$ cat src/sv/mops_pkg.sv
package mops_pkg;

    // Design constants.
    localparam int COORD_BITS = 4;
    localparam int PORT_BITS  = 4;

    localparam int ID_W       = 12;
    localparam int SIZE_W     = 5;
    localparam int HERE_W     = (COORD_BITS < 4) ? COORD_BITS : 4;
    localparam int NUM_DIRS   = 7;
    localparam int MAP_W      = NUM_DIRS * PORT_BITS;
    localparam int CFG_DATA_W = (MAP_W > SIZE_W) ? MAP_W : SIZE_W;
    localparam int CFG_IDX_W  = 3;
    localparam int OUT_PORT_W = 4;

    // Each division stage retires this many quotient bits.
    localparam int DIV_STEPS      = 4;
    localparam int STAGES_PER_DIV = ID_W / DIV_STEPS;
    localparam int NUM_DIV_ST     = 2 * STAGES_PER_DIV;

    typedef enum logic [CFG_IDX_W-1:0] {
        CFG_COLUMNS   = 3'd0,
        CFG_ROWS      = 3'd1,
        CFG_HERE_X    = 3'd2,
        CFG_HERE_Y    = 3'd3,
        CFG_HERE_LAYER = 3'd4,
        CFG_PORT_MAP  = 3'd5
    } t_cfg_idx;

    typedef enum logic [2:0] {
        DIR_N    = 3'd0,
        DIR_W    = 3'd1,
        DIR_S    = 3'd2,
        DIR_E    = 3'd3,
        DIR_CORE = 3'd4,
        DIR_UP   = 3'd5,
        DIR_LOW  = 3'd6
    } t_dir;

    // Payload of one division stage.
    typedef struct packed {
        logic [SIZE_W-1:0] rem;
        logic [ID_W-1:0]   quo;
        logic [ID_W-1:0]   num;
        logic [SIZE_W-1:0] dx;
    } t_pipe;

    // Restoring division, DIV_STEPS bits taken from the top of num.
    function automatic t_pipe div_steps(t_pipe p, logic [SIZE_W-1:0] dvs);
        t_pipe           r;
        logic [SIZE_W:0] sh;
        r = p;
        for (int k = 0; k < DIV_STEPS; k++) begin
            sh    = {r.rem, r.num[ID_W-1]};
            r.num = {r.num[ID_W-2:0], 1'b0};
            if (sh >= {1'b0, dvs}) begin
                r.rem = SIZE_W'(sh - {1'b0, dvs});
                r.quo = {r.quo[ID_W-2:0], 1'b1};
            end else begin
                r.rem = sh[SIZE_W-1:0];
                r.quo = {r.quo[ID_W-2:0], 1'b0};
            end
        end
        return r;
    endfunction

endpackage

$ cat src/sv/mesh3d_output_port_select.sv
// Throughput: one request per cycle while the receiver does not hold a finished
// result; the six stages of the two pipelined id divisions (four quotient bits
// each), the direction stage and the port lookup stage all advance together.
// Reset (synchronous, active low) empties the pipeline and restores the
// configuration registers to a 1x1 mesh at the origin with no ports present.
module mesh3d_output_port_select
    import mops_pkg::*;
(
    input  logic                  i_clk,
    input  logic                  i_rst_n,

    input  logic                  i_cfg_we,
    input  logic [CFG_IDX_W-1:0]  i_cfg_index,
    input  logic [CFG_DATA_W-1:0] i_cfg_data,

    input  logic                  i_valid,
    output logic                  o_stall,
    input  logic [ID_W-1:0]       i_dest_id,

    output logic                  o_valid,
    input  logic                  i_stall,
    output logic [OUT_PORT_W-1:0] o_out_port,
    output logic                  o_dead_end
);

    // Configuration registers.
    logic [SIZE_W-1:0] r_cols;
    logic [SIZE_W-1:0] r_rows;
    logic [HERE_W-1:0] r_here_x;
    logic [HERE_W-1:0] r_here_y;
    logic [HERE_W-1:0] r_here_layer;
    logic [MAP_W-1:0]  r_port_map;

    logic [SIZE_W-1:0] w_cols_eff;
    logic [SIZE_W-1:0] w_rows_eff;

    // Pipeline.
    t_pipe                 r_pipe [NUM_DIV_ST];
    t_pipe                 n_pipe [NUM_DIV_ST];
    logic [NUM_DIV_ST-1:0] r_pipe_vld;
    t_dir                  r_dir;
    t_dir                  n_dir;
    logic                  r_dir_vld;
    logic                  r_out_vld;
    logic [OUT_PORT_W-1:0] r_out_port;
    logic                  r_dead_end;
    logic [PORT_BITS-1:0]  w_port;
    logic                  w_adv;

    always_ff @(posedge i_clk) begin
        if (!i_rst_n) begin
            r_cols       <= SIZE_W'(1);
            r_rows       <= SIZE_W'(1);
            r_here_x     <= '0;
            r_here_y     <= '0;
            r_here_layer <= '0;
            r_port_map   <= '1;
        end else if (i_cfg_we) begin
            case (t_cfg_idx'(i_cfg_index))
                CFG_COLUMNS:    r_cols       <= i_cfg_data[SIZE_W-1:0];
                CFG_ROWS:       r_rows       <= i_cfg_data[SIZE_W-1:0];
                CFG_HERE_X:     r_here_x     <= i_cfg_data[HERE_W-1:0];
                CFG_HERE_Y:     r_here_y     <= i_cfg_data[HERE_W-1:0];
                CFG_HERE_LAYER: r_here_layer <= i_cfg_data[HERE_W-1:0];
                CFG_PORT_MAP:   r_port_map   <= i_cfg_data[MAP_W-1:0];
                default: ;
            endcase
        end
    end

    // A zero size is treated as one so that the decode never divides by zero.
    assign w_cols_eff = (r_cols == '0) ? SIZE_W'(1) : r_cols;
    assign w_rows_eff = (r_rows == '0) ? SIZE_W'(1) : r_rows;

    // The whole pipeline moves unless a finished result is held by the receiver.
    assign w_adv   = !(r_out_vld && i_stall);
    assign o_stall = !w_adv;

    // Division stages: the first half computes id / columns, the second half
    // divides that quotient by rows, giving the layer and the row.
    always_comb begin
        t_pipe src;
        src       = '0;
        src.num   = i_dest_id;
        n_pipe[0] = div_steps(src, w_cols_eff);
        for (int s = 1; s < NUM_DIV_ST; s++) begin
            src = r_pipe[s-1];
            if (s == STAGES_PER_DIV) begin
                src.dx  = r_pipe[s-1].rem;
                src.num = r_pipe[s-1].quo;
                src.rem = '0;
                src.quo = '0;
            end
            n_pipe[s] = div_steps(src, (s < STAGES_PER_DIV) ? w_cols_eff : w_rows_eff);
        end
    end

    // Direction choice from the decoded coordinates, compared at full width.
    always_comb begin
        logic [ID_W-1:0] dx;
        logic [ID_W-1:0] dy;
        logic [ID_W-1:0] dz;
        logic [ID_W-1:0] hx;
        logic [ID_W-1:0] hy;
        logic [ID_W-1:0] hz;
        t_dir            planar;
        dx = ID_W'(r_pipe[NUM_DIV_ST-1].dx);
        dy = ID_W'(r_pipe[NUM_DIV_ST-1].rem);
        dz = r_pipe[NUM_DIV_ST-1].quo;
        hx = ID_W'(r_here_x);
        hy = ID_W'(r_here_y);
        hz = ID_W'(r_here_layer);
        if (dx > hx) begin
            planar = DIR_E;
        end else if (dx < hx) begin
            planar = DIR_W;
        end else if (dy > hy) begin
            planar = DIR_N;
        end else if (dy < hy) begin
            planar = DIR_S;
        end else begin
            planar = DIR_CORE;
        end
        if (!r_here_layer[0]) begin
            // Even layer: planar first, then the layer move.
            n_dir = planar;
            if (planar == DIR_CORE && dz > hz) begin
                n_dir = DIR_LOW;
            end else if (planar == DIR_CORE && dz < hz) begin
                n_dir = DIR_UP;
            end
        end else begin
            if (dz > hz) begin
                n_dir = DIR_UP;
            end else if (dz < hz) begin
                n_dir = DIR_LOW;
            end else begin
                n_dir = planar;
            end
        end
    end

    always_comb begin
        case (r_dir)
            DIR_N:    w_port = r_port_map[0*PORT_BITS +: PORT_BITS];
            DIR_W:    w_port = r_port_map[1*PORT_BITS +: PORT_BITS];
            DIR_S:    w_port = r_port_map[2*PORT_BITS +: PORT_BITS];
            DIR_E:    w_port = r_port_map[3*PORT_BITS +: PORT_BITS];
            DIR_CORE: w_port = r_port_map[4*PORT_BITS +: PORT_BITS];
            DIR_UP:   w_port = r_port_map[5*PORT_BITS +: PORT_BITS];
            DIR_LOW:  w_port = r_port_map[6*PORT_BITS +: PORT_BITS];
            default:  w_port = '1;
        endcase
    end

    // Valid bits.
    always_ff @(posedge i_clk) begin
        if (!i_rst_n) begin
            r_pipe_vld <= '0;
            r_dir_vld  <= 1'b0;
            r_out_vld  <= 1'b0;
        end else if (w_adv) begin
            r_pipe_vld <= {r_pipe_vld[NUM_DIV_ST-2:0], i_valid};
            r_dir_vld  <= r_pipe_vld[NUM_DIV_ST-1];
            r_out_vld  <= r_dir_vld;
        end
    end

    // Payload.
    always_ff @(posedge i_clk) begin
        if (w_adv) begin
            for (int s = 0; s < NUM_DIV_ST; s++) begin
                r_pipe[s] <= n_pipe[s];
            end
            r_dir      <= n_dir;
            r_out_port <= OUT_PORT_W'(w_port);
            r_dead_end <= (w_port == '1);
        end
    end

    assign o_valid    = r_out_vld;
    assign o_out_port = r_out_port;
    assign o_dead_end = r_dead_end;

    // An accepted request always enters the first division stage.
    a_enter: assert property (@(posedge i_clk) disable iff (!i_rst_n)
        (i_valid && !o_stall) |=> r_pipe_vld[0])
        else $error("accepted request did not enter the pipeline");

    // The column remainder is below the column count when the first division ends.
    a_col_rem: assert property (@(posedge i_clk) disable iff (!i_rst_n)
        r_pipe_vld[STAGES_PER_DIV-1] |-> (r_pipe[STAGES_PER_DIV-1].rem < w_cols_eff))
        else $error("column remainder out of range");

    // The row remainder is below the row count when the second division ends.
    a_row_rem: assert property (@(posedge i_clk) disable iff (!i_rst_n)
        r_pipe_vld[NUM_DIV_ST-1] |-> (r_pipe[NUM_DIV_ST-1].rem < w_rows_eff))
        else $error("row remainder out of range");

    // A held result keeps the pipeline frozen.
    a_hold: assert property (@(posedge i_clk) disable iff (!i_rst_n)
        (r_out_vld && i_stall) |=> (r_dir_vld == $past(r_dir_vld)))
        else $error("pipeline moved while the result was held");

endmodule
$ cat config.mk
export PLATFORM = sky130hd
export DESIGN_NAME = mesh3d_output_port_select
export DESIGN_NICKNAME = d
export VERILOG_FILES = /design/src/sv/mops_pkg.sv /design/src/sv/mesh3d_output_port_select.sv
export SDC_FILE = /design/constraint.sdc
export NUM_CORES = 1
export LEC_CHECK = 0
export BUFFER_PORTS_ARGS = -buffer_cell sky130_fd_sc_hd__buf_2
export CAP_MARGIN = 15
export CORE_UTILIZATION = 55
export CTS_CLUSTER_SIZE = 12
export DETAILED_ROUTE_END_ITERATION = 12
export MAX_ROUTING_LAYER = met4
export PLACE_DENSITY_LB_ADDON = 0.08
export REMOVE_ABC_BUFFERS = 1
export SETUP_SLACK_MARGIN = 0.1
export SKIP_LAST_GASP = 1
export SLEW_MARGIN = 10
export SYNTH_ARGS = -nofsm -noshare
export SYNTH_HDL_FRONTEND = slang
export SYNTH_SLANG_ARGS = --single-unit
$ cat constraint.sdc
create_clock -name i_clk -period 18.7 [get_ports i_clk]
set_clock_uncertainty 0.2 [all_clocks]
set_input_delay 2.805 -clock i_clk [delete_from_list [all_inputs] [get_ports i_clk]]
set_output_delay 2.805 -clock i_clk [all_outputs]
set_load 0.05 [all_outputs]
Word-level counts from Yosys, hierarchy flattened
Memory sizes are Yosys's and may differ from the RTL's.
Index checks and enable logic that the tools add are counted.

word-level totals
  bits in registers = 66
  memory bits (writable) = 180
  input port bits = 48
  memories = 1

memory list
  memory  words  width  read ports  clocked after memory_dff  wr ports  line                             text
  r_pipe  6      30     6           0                         6         mesh3d_output_port_select.sv:38  t_pipe r_pipe [NUM_DIV_ST];

cells by class
  add/sub/neg operators = 24
  magnitude comparators = 30
  eq/ne operators = 13
  mux-type cells = 37
  reduce and logical (&&, ||, !) cells = 13

operators by type and width
  operator                                        count
  2-to-1 mux 17 bit                               24
  >= comparator 6 x 5 -> 1 bit                    22
  subtractor 5 bit                                22
  one-hot mux 4 bit (7 select lines)              1
  2-to-1 mux 3 bit                                9
  == test 3 bit (second input constant)           6
  == test 3 x 2 -> 1 bit (second input constant)  4
  > comparator 12 x 4 -> 1 bit                    1
  < comparator 12 x 4 -> 1 bit                    1
  AND reduction 2 bit                             6
  >= comparator 1 x 5 -> 1 bit                    2
  > comparator 5 x 4 -> 1 bit                     2
  logical NOT 5 bit                               2
  < comparator 5 x 4 -> 1 bit                     2
  2-to-1 mux 5 bit                                2
  subtractor 1 x 5 -> 5 bit                       2
  == test 3 x 1 -> 1 bit (second input constant)  2
  logical NOT 3 bit                               2
  == test 4 bit (second input constant)           1
  logical AND 1 bit                               3
  2-to-1 mux 1 bit                                1

Logic depth before layout (Yosys ltp)
An unclocked memory read counts as a cell.

  word-level depth = 11
  depth in mapped cells = 36
  mapped depth without buffers = 34

Worst setup path after synthesis
No wires, ideal clock.

  path type = in2out
  start = in i_stall
  end = out o_stall
  arrival = 7410 ps
  slack = 8285 ps
  stages = 2
  cells stage by stage = nand2_1 > clkinv_1

on the way
  longest elaborated chain between the ends = 1

ends and longest elaborated chain
  item                line                             text
  start: declaration  mesh3d_output_port_select.sv:21  input logic i_stall,
  logical AND 1 bit   mesh3d_output_port_select.sv:76  assign w_adv = !(r_out_vld && i_stall);
  end: declaration    mesh3d_output_port_select.sv:17  output logic o_stall,

Every way passes these cells.

==> reports/results.ini <==
[flow_run]
maxCapViolations=0

[yosys]
netlist_area_mm2=0.0123
avgSynthCellArea_um2=10.5
ys_warn_count=0
yosysSeqAreaShare_pct=39.9
synth_edf_count=125
netlist_instances=1167
synthTopCellsByCount=126 x ha_1, 125 x edfxtp_1, 109 x inv_1, 91 x nand2_1, 72 x a21oi_1
async_flop_share_pct=0
ys_seq_elements=183
synthTopCellsByArea=edfxtp_1 31%, ha_1 13%, dfxtp_1 9.4%
yosysTopAreaCell=edfxtp_1
yosysTopAreaCellShare_pct=30.5
ys.flop_type=edfxtp_1
synth_most_common_cell=ha_1
ys_types=80

[final_layout]
multi_input_area_mm2=0.00686
filler_cell_count=1881
stdcell_count=1513
nets=1416
area.growth.synth_to_final_pct=9.49
seqCellArea_mm2=0.00491
drive_above_1_share_pct=12.8
diodes=0

[clocking]
root_buffer=clkbuf_16
path_clk_slew_ps=80
cts_setup_buffers=0
cts.sinks=183
clock_latency_ps=440
cts_tree=yes
ctsHoldBuffers=0
numCtsBuffers=17
post_cts_resized=0
cts_buffer_depth=2
htreeDepth=4

[drt]
vias_per_cell=5.67
first_pass_iters=5
drt_iter0_drc=404
routed_wl_um=24600
ant_nets=0
drc_errors=0
num_vias=8579
wl_per_cell_um=16.3

[sta]
tightestPinTransition_ps=1130
timing.hold.ws_ps=217
grt_setup_unrepaired=no
fin_crit_ps=9690
setup_violations=0
fin_tns_setup_ps=0
fin_crit_sh_pct=51.8
worst_slack_ps=9010
fmax_ghz=0.103
finalHoldViolCount=0
relSlewSlack_pct=24.4
report.final.slew_viol_count=0

[floorplanning]
pin_count=55
core-area_mm2=0.0219
start_util_pct=56.2
die_h_um=152
die-area_mm2=0.0230
rows=54
die_x_um=152

[global_route]
grt_overflow_total=0
grt_pass1_vias=8027
grt_pass1_wl_um=39800
track_usage_pct=23.0
grt_start_max_net_pins=88
antenna_found_initial=0

[critical_path]
max_stage_delay_ps=700
critPathBufInv=3
crit_type=flop to flop
setup.worst_path.start=r_cols[1]
crit_family=compound AO/OA/AOI/OAI gates
reg2reg_depth=32
cp.arrival_ps=9690
cp-start-kind=flop
critPathCaptureType=flop
worst-path-max-fanout=15
slowest_stage=or4_1
reg2reg_to=r_pipe[2][26]
r2r_start=r_cols[1]
r2r_slack_ps=9010
worstPathRequired_ps=18690

[placement]
post-dp-hpwl_um=18200
place_congestion=0.901
preCtsSetupSlack_ps=9090
port_buffers=54
dpl.cell_count=1481

[outcome]
outcome=finished clean

[min_path]
min_from=r_pipe[2][25]
holdPathStages=0
hold_end=r_pipe[3][0]
hold_class=flop to flop

registers in the layout, summed over array words and instances, names as in the netlist, 3 cells and up:
name and cells:
r_rows 5, r_dir 3, r_pipe 117, r_port_map 28, r_here_y 4, r_pipe_vld 6, r_here_layer 4, r_cols 5
r_here_x 4, o_out_port 4
worst reg2reg max path: cells and delay by family, from the launching register on:
| kind | cells | cell delay, ps |
|---|---|---|
| simple gates | 8 | 2490 |
| fa+ha+maj | 5 | 1980 |
| mux | 1 | 360 |
| flops | 1 | 480 |
| compound gates | 15 | 3690 |
| buf+inv | 3 | 250 |
logic make-up after synthesis:
kind of cell | count (synthesis) | share of synthesized area, %
buffers and inverters | 140 | 4.40
adder cells (fa/ha/maj) | 148 | 16.4
AO/OA/AOI/OAI | 252 | 14.3
XOR/XNOR | 52 | 3.70
AND/OR/NAND/NOR | 301 | 12.6
multiplexers | 91 | 8.56
flip-flops | 183 | 39.9
layout by cell type (no fill, tap or decap), types with 5 or more instances in the layout:
cell / count
mux2_1: 11
nand2_1: 90
and2_1: 7
nor2_1: 36
a211o_1: 8
nor4_1: 6
o21ai_0: 33
buf_2: 54
a21o_1: 37
and3_1: 17
inv_8: 5
ha_1: 126
nand2b_1: 12
or2_2: 10
inv_1: 109
o211ai_1: 11
xor2_1: 13
a211oi_1: 12
dfxtp_1: 58
mux2_2: 24
buf_4: 6
o22ai_1: 9
nor3_1: 16
fa_1: 22
mux2i_1: 45
nand3_1: 38
a21oi_1: 72
edfxtp_1: 125
o21a_1: 9
a21boi_0: 11
nor2b_1: 35
a41o_1: 6
clkbuf_16: 17
xnor2_1: 39
a31oi_1: 5
per-stage QoR:
stage | utilization [%] | cell area [um2]
after global routing | 61.5 | 13500
final | 61.5 | 13500
after floorplan | - | 12200
after CTS | 61.5 | 13500
after global placement | 58.8 | 12900
after detailed placement | 58.8 | 12900
routing by layer:
metal | GRT usage, % | routed length [um]
met3 | 3.71 | 748
met4 | 7.48 | 427
met2 | 36.6 | 11700
met1 | 29.9 | 11800
met5 | - | 0
worst max-delay path by stage:
stage,end,slack [ps],depth (start not counted)
final,r_pipe[2][26],9010,32
after global placement,r_pipe[2][26],9330,32
after global routing,r_pipe[2][26],8250,32
after detailed placement,r_pipe[2][26],9090,32
after CTS,r_pipe[2][26],9030,32
after floorplan,o_stall,8280,2
cell type report:
type / instances / area share (%)
clock buffers: 17 / 3.16
inverters: 114 / 3.18
flip-flops and latches: 183 / 36.5
clock inverters: 15 / 1.34
well taps: 280 / 2.60
repair buffers: 60 / 2.34
multi-input cells: 844 / 50.9
Power is not shown: default switching activity piles up to over one toggle a cycle in this logic, so the estimate is an artifact.
